## src/sv/bti_pkg.sv

```systemverilog
// Package for the bilinear table interpolator: transaction types, codes,
// fixed arithmetic constants and the reset chart. No dependencies.
`timescale 1ns / 1ps

package bti_pkg;

   localparam logic KIND_QUERY = 1'b0;
   localparam logic KIND_LOAD  = 1'b1;

   localparam logic [1:0] STATUS_OK     = 2'd0;
   localparam logic [1:0] STATUS_RANGE  = 2'd1;
   localparam logic [1:0] STATUS_LOADED = 2'd2;

   localparam int ALT_STEP  = 2000;
   localparam int TEMP_STEP = 20;
   localparam int TEMP_BASE = -20;

   localparam int ALT_W   = 14;
   localparam int TEMP_W  = 8;
   localparam int INDEX_W = 5;
   localparam int EVAL_W  = 12;
   localparam int VALUE_W = 16;
   localparam int CELL_W  = 4;
   localparam int FA_W    = 11;
   localparam int FT_W    = 5;

   // row = alt / 2000 and col = tmp / 20 by reciprocal multiply
   localparam int ROW_RECIP = 33555;
   localparam int ROW_SHIFT = 26;
   localparam int COL_RECIP = 205;
   localparam int COL_SHIFT = 12;

   // num / 2500 rounded: bias, saturation bound, then (n >> 2) / 625
   localparam int           ROUND_BIAS = 1250;
   localparam logic [63:0]  SAT_LIMIT  = 64'd81920000;
   localparam int           QIN_W      = 25;
   localparam logic [25:0]  QDIV_RECIP = 26'd54975582;
   localparam int           QDIV_SHIFT = 35;
   localparam int           PROD_W     = 51;
   localparam int           QOUT_W     = 15;

   localparam int CHART_SIZE = 24;
   localparam int CHART [CHART_SIZE] = '{
      830, 770, 705, 640,
      720, 655, 595, 535,
      645, 585, 525, 465,
      530, 475, 415, 360,
      420, 365, 310, 250,
      310, 255, 200, 145
   };

   typedef struct packed {
      logic                      kind;
      logic [ALT_W-1:0]          altitude;
      logic signed [TEMP_W-1:0]  temperature;
      logic [INDEX_W-1:0]        entry_index;
      logic signed [EVAL_W-1:0]  entry_value;
   } req_type;

   typedef struct packed {
      logic signed [VALUE_W-1:0] value;
      logic [1:0]                status;
   } rsp_type;

   typedef struct packed {
      logic is_load;
      logic out_of_range;
   } tag_type;

   typedef struct packed {
      tag_type          tag;
      logic [FA_W-1:0]  fa;
      logic [FT_W-1:0]  ft;
      logic             row_odd;
      logic             col_odd;
   } math_op_type;

   function automatic int chart_at(input int idx);
      int v;
      v = 0;
      if (idx >= 0 && idx < CHART_SIZE) v = CHART[idx];
      return v;
   endfunction

   // address bits for one half of a dimension of n grid lines
   function automatic int half_bits(input int n);
      int h;
      h = (n + 1) / 2;
      return (h > 1) ? $clog2(h) : 1;
   endfunction

endpackage

```

## src/sv/bti_math.sv

```systemverilog
// Interpolation arithmetic: weight products, cell products, rounding and
// reciprocal divide by 2500 with saturation. Four stages. Uses bti_pkg.
`timescale 1ns / 1ps

module bti_math #(
   parameter int ENTRY_BITS = 12
) (
   input  logic                        clock,
   input  logic                        reset,
   input  logic                        in_valid,
   output logic                        in_ready,
   input  bti_pkg::math_op_type        in_op,
   input  logic [3:0][ENTRY_BITS-1:0]  in_bank,
   output logic                        out_valid,
   input  logic                        out_ready,
   output bti_pkg::rsp_type            out_rsp
);
   import bti_pkg::*;

   localparam int P_W = ENTRY_BITS + 5;
   localparam int N_W = ENTRY_BITS + 16;

   logic c_valid_ff, d_valid_ff, e_valid_ff, f_valid_ff;
   logic c_en, d_en, e_en, f_en;

   assign f_en     = !f_valid_ff || out_ready;
   assign e_en     = !e_valid_ff || f_en;
   assign d_en     = !d_valid_ff || e_en;
   assign c_en     = !c_valid_ff || d_en;
   assign in_ready = c_en;

   always_ff @(posedge clock) begin
      if (reset) begin
         c_valid_ff <= 1'b0;
         d_valid_ff <= 1'b0;
         e_valid_ff <= 1'b0;
         f_valid_ff <= 1'b0;
      end else begin
         if (c_en) c_valid_ff <= in_valid;
         if (d_en) d_valid_ff <= c_valid_ff;
         if (e_en) e_valid_ff <= d_valid_ff;
         if (f_en) f_valid_ff <= e_valid_ff;
      end
   end

   // stage C: blend along temperature
   logic signed [ENTRY_BITS-1:0] f00, f01, f10, f11;
   logic [FT_W-1:0]              wt_lo;
   logic signed [P_W-1:0]        wt_lo_s, wt_hi_s, p0_in, p1_in;
   tag_type                      c_tag_ff;
   logic [FA_W-1:0]              c_fa_ff;
   logic signed [P_W-1:0]        c_p0_ff, c_p1_ff;

   always_comb begin
      f00     = signed'(in_bank[{in_op.row_odd, in_op.col_odd}]);
      f01     = signed'(in_bank[{in_op.row_odd, !in_op.col_odd}]);
      f10     = signed'(in_bank[{!in_op.row_odd, in_op.col_odd}]);
      f11     = signed'(in_bank[{!in_op.row_odd, !in_op.col_odd}]);
      wt_lo   = FT_W'(TEMP_STEP) - in_op.ft;
      wt_lo_s = P_W'(signed'({1'b0, wt_lo}));
      wt_hi_s = P_W'(signed'({1'b0, in_op.ft}));
      p0_in   = P_W'(f00) * wt_lo_s + P_W'(f01) * wt_hi_s;
      p1_in   = P_W'(f10) * wt_lo_s + P_W'(f11) * wt_hi_s;
   end

   always_ff @(posedge clock) begin
      if (c_en) begin
         c_tag_ff <= in_op.tag;
         c_fa_ff  <= in_op.fa;
         c_p0_ff  <= p0_in;
         c_p1_ff  <= p1_in;
      end
   end

   // stage D: weight along altitude
   logic [FA_W-1:0]       wa_lo;
   logic signed [N_W-1:0] m0_in, m1_in;
   tag_type               d_tag_ff;
   logic signed [N_W-1:0] d_m0_ff, d_m1_ff;

   always_comb begin
      wa_lo = FA_W'(ALT_STEP) - c_fa_ff;
      m0_in = N_W'(c_p0_ff) * N_W'(signed'({1'b0, wa_lo}));
      m1_in = N_W'(c_p1_ff) * N_W'(signed'({1'b0, c_fa_ff}));
   end

   always_ff @(posedge clock) begin
      if (d_en) begin
         d_tag_ff <= c_tag_ff;
         d_m0_ff  <= m0_in;
         d_m1_ff  <= m1_in;
      end
   end

   // stage E: sum, magnitude, round bias, saturation check
   logic signed [N_W-1:0] num;
   logic [N_W-1:0]        mag, mag_b;
   tag_type               e_tag_ff;
   logic                  e_neg_ff, e_sat_ff;
   logic [QIN_W-1:0]      e_n_ff;

   always_comb begin
      num   = d_m0_ff + d_m1_ff;
      mag   = num[N_W-1] ? N_W'(-num) : N_W'(num);
      mag_b = mag + N_W'(ROUND_BIAS);
   end

   always_ff @(posedge clock) begin
      if (e_en) begin
         e_tag_ff <= d_tag_ff;
         e_neg_ff <= num[N_W-1];
         e_sat_ff <= 64'(mag_b) >= SAT_LIMIT;
         e_n_ff   <= QIN_W'(mag_b >> 2);
      end
   end

   // stage F: divide by 625, sign, saturate, build response
   logic [PROD_W-1:0]        prod;
   logic [QOUT_W-1:0]        quot;
   logic signed [VALUE_W-1:0] val_in;
   rsp_type                  rsp_in;
   rsp_type                  f_rsp_ff;

   always_comb begin
      prod = PROD_W'(e_n_ff) * PROD_W'(QDIV_RECIP);
      quot = prod[QDIV_SHIFT +: QOUT_W];
      priority if (e_sat_ff && e_neg_ff) begin
         val_in = {1'b1, {(VALUE_W-1){1'b0}}};
      end else if (e_sat_ff) begin
         val_in = {1'b0, {(VALUE_W-1){1'b1}}};
      end else if (e_neg_ff) begin
         val_in = -signed'({1'b0, quot});
      end else begin
         val_in = signed'({1'b0, quot});
      end
      priority if (e_tag_ff.is_load) begin
         rsp_in.value  = '0;
         rsp_in.status = STATUS_LOADED;
      end else if (e_tag_ff.out_of_range) begin
         rsp_in.value  = '0;
         rsp_in.status = STATUS_RANGE;
      end else begin
         rsp_in.value  = val_in;
         rsp_in.status = STATUS_OK;
      end
   end

   always_ff @(posedge clock) begin
      if (f_en) f_rsp_ff <= rsp_in;
   end

   assign out_valid = f_valid_ff;
   assign out_rsp   = f_rsp_ff;

endmodule

```

## config.mk

```make
export PLATFORM = sky130hd
export DESIGN_NAME = bti_math
export DESIGN_NICKNAME = d
export VERILOG_FILES = /design/src/sv/bti_pkg.sv /design/src/sv/bti_math.sv
export SDC_FILE = /design/constraint.sdc
export NUM_CORES = 2
export LEC_CHECK = 0
export BUFFER_PORTS_ARGS = -buffer_cell sky130_fd_sc_hd__buf_2
export CAP_MARGIN = 20
export CORE_ASPECT_RATIO = 2
export CORE_UTILIZATION = 25
export CTS_BUF_LIST = sky130_fd_sc_hd__clkbuf_16
export CTS_CLUSTER_DIAMETER = 120
export CTS_CLUSTER_SIZE = 20
export DETAILED_ROUTE_END_ITERATION = 12
export GPL_TIMING_DRIVEN = 0
export MAX_ROUTING_LAYER = met4
export SLEW_MARGIN = 20
export SYNTH_ARGS = -nofsm -noshare
export SYNTH_HDL_FRONTEND = slang
export SYNTH_SLANG_ARGS = --single-unit
```

## constraint.sdc

```tcl
create_clock -name clock -period 24.1 [get_ports clock]
set_input_delay 7.23 -clock clock [delete_from_list [all_inputs] [get_ports clock]]
set_output_delay 7.23 -clock clock [all_outputs]
set_load 0.1 [all_outputs]
```

==> metrics.txt <==
status complete, no violations; DRC 0; largest net degree at the start of global routing 49; Mapped Cells 4512; post-synth cell types 94; CTS tree yes; RSZ-0062 raised after global routing false; final wirelength 119900 um; most common cell after layout, fill and taps aside inv_1; DRT Pass-1 Iters 5; worst-path fanout max 48; fraction of registers with async set or reset after synthesis 0; DIE WIDTH 295.2 um; initial antenna violation count 5; fin crit period 16.58 ns; Hold Vio Cnt, Final 0; Clock Latency Late Sink 0.50 ns; Fillers 18270; critical path's largest stage delay 0.54 ns; syn nets 5895; Area contributors post-synth fa_1 37%, ha_1 15%, edfxtp_1 11%; GRT Total Usage 0.1455; first-pass GRT wire length 186600 um; worst setup margin 7.524 ns; clk sinks 156; Placement Cell Area 0.04633 mm2; io pins 92; WP buf/inv 2; # setup viols final 0; total grt overflow 0; row count 214; Worst Skew 0.01466 ns; hold buffer count at cts 0; area of the mapped netlist 0.04298 mm2; total CTS buffers 17; Top delay family on crit path simple AND/OR/NAND/NOR gates; vias in the first global route 34510; slowest cell on the critical path nor2b_1; critical path type input pin to output pin; sequential-to-total area share from yosys stat 0.1081; Max Transition Viols Final 0; most frequent CP cell buf_2; Post-synth EDFFs 152; Die H 588.4 um; Root Driver clkbuf_16; GPL Wtd Cong 0.9824; PostCTS Resize Cnt 0; Final Cell Area 0.04691 mm2; most frequent cells in the layout 1134 x inv_1, 801 x fa_1, 510 x ha_1, 339 x nand2_1, 301 x and2_1; Ys Warns 0; Vias per Instance 4.450; via count 30720; Post-Place Cells 6870; Fmax 60.33 MHz; share of cells above drive strength 1 0.04942; die area 0.1737 mm2; ys flop type edfxtp_1; DR iter-0 viols 1095; Max-slew headroom 0.1513; clk buf depth 2; period utilisation layout 0.6878; CP Cell Sequence buf_2 > nor2b_1 > and3_1 > nand2_4 > buf_2; hpwl dp 106400 um; area share of the largest cell type after synthesis 0.3731; max_cap viols 0; Worst EP required 16.87 ns; setup tns final 0 ns; Yosys reg bits 156; Routed WL per cell 17.36 um; Slew @ Worst Pin 1.260 ns; Area growth syn-to-layout 9.134%; worst min path class register to register; I/O Buffers 88; Worst setup EP type output pin; Routed Antenna Nets 0; CP arrival 9.35 ns; post-synth top area cell fa_1; Place WS 7.501 ns; Initial Util 0.2524; startpoint types input pin; Non-Filler Instances 6905; H-tree Lvls 4; Final #Nets 6004; core area 0.1703 mm2; Mean Syn Cell Area 9.526 um2; clk slew on worst S/H paths 0.06 ns; Setup Buffers After CTS 0
-- path summary, 6_finish.rpt --
check,startpoint,endpoint,slack (ns),cells after the start
setup / recovery,out_ready,in_ready,7.52,5
hold / removal,d_valid_ff$_SDFFE_PP0P_,e_valid_ff$_SDFFE_PP0P_,0.47,2
setup reg to reg,e_n_ff[13]$_DFFE_PP_,out_rsp[13]$_SDFFCE_PP0P_,14.71,26
hold reg to reg,d_valid_ff$_SDFFE_PP0P_,e_valid_ff$_SDFFE_PP0P_,0.47,2
-- kinds of logic after synthesis --
logic type	after synthesis	share of synthesized area
fa+ha+maj	1311	0.5215
buf+inv	1266	0.1113
simple gates	1067	0.1266
compound gates	452	0.07004
xor+xnor	200	0.04110
flops	156	0.1081
mux	60	0.02131
-- metrics by stage --
stage | hold slack [ns] | utilization
3_5_place_dp | 0.4479 | 0.2720
5_1_grt | 0.4727 | 0.2755
3_3_place_gp | 0.4357 | 0.2717
6_report | 0.4703 | 0.2755
4_1_cts | 0.4677 | 0.2754
2_1_floorplan | 0.4003 | -
-- Yosys cell counts, types with 7 or more instances --
cell       instances
nor2b_1           71
mux4_2            24
a21o_1            52
nor2_1           153
a31oi_1           17
or3_1             14
inv_1           1133
or2_2             18
and2_1           301
a21oi_1          144
mux2_2            12
buf_2              9
xor2_1            36
nand3_1           43
edfxtp_1         152
o21bai_1          21
nand4_1           14
nor3_1            35
nand2b_1          16
and3_1            20
mux2i_1           24
a311oi_1           7
o31ai_1            9
ha_1             510
nand2_1          340
fa_1             801
o2111ai_1          7
buf_1             10
a21boi_0           9
o21ai_0           79
nor4_1             9
clkbuf_1         108
xnor2_1          162
o21a_1            24
a211oi_1          14
-- area by class of cell --
cell class | instances | area (um2) | share of cell area
Tap cell | 2268 | 2838 | 0.06049
Antenna cell | 3 | 7.507 | 0.0001600
Clock inverter | 15 | 150.1 | 0.003201
Sequential cell | 156 | 4644 | 0.09901
Buffer | 131 | 525.5 | 0.01120
Inverter | 1135 | 4260 | 0.09082
Timing Repair Buffer | 90 | 475.5 | 0.01014
Multi-Input combinational cell | 3090 | 33580 | 0.7159
Clock buffer | 17 | 425.4 | 0.009069
-- state kept, by name, indices dropped and copies added, names as in the netlist --
register / flops
d_m0_ff: 28
c_p1_ff: 17
d_m1_ff: 28
out_valid: 1
e_valid_ff: 1
e_neg_ff: 1
e_n_ff: 25
c_tag_ff: 2
e_tag_ff: 2
e_sat_ff: 1
c_valid_ff: 1
d_valid_ff: 1
d_tag_ff: 2
c_fa_ff: 11
c_p0_ff: 17
out_rsp: 18
-- tightest hold or removal path, cell delays in order (launching register included) --
cell and delay [ns]:
dfxtp_1 0.32, a21oi_1 0.04, nor2_1 0.07
-- metal layers --
| metal | vias to the layer above | wire length [um] | track usage |
|---|---|---|---|
| met5 | - | 0 | - |
| met4 | 0 | 11280 | 0.1167 |
| met3 | 397 | 2580 | 0.01117 |
| met2 | 720 | 68870 | 0.2847 |
| met1 | 15420 | 37150 | 0.1229 |
| li1 | 14180 | - | - |
Power is left out: the tool's default activity adds up to more than one toggle a clock period on the data nets, which glitch-free logic cannot reach.
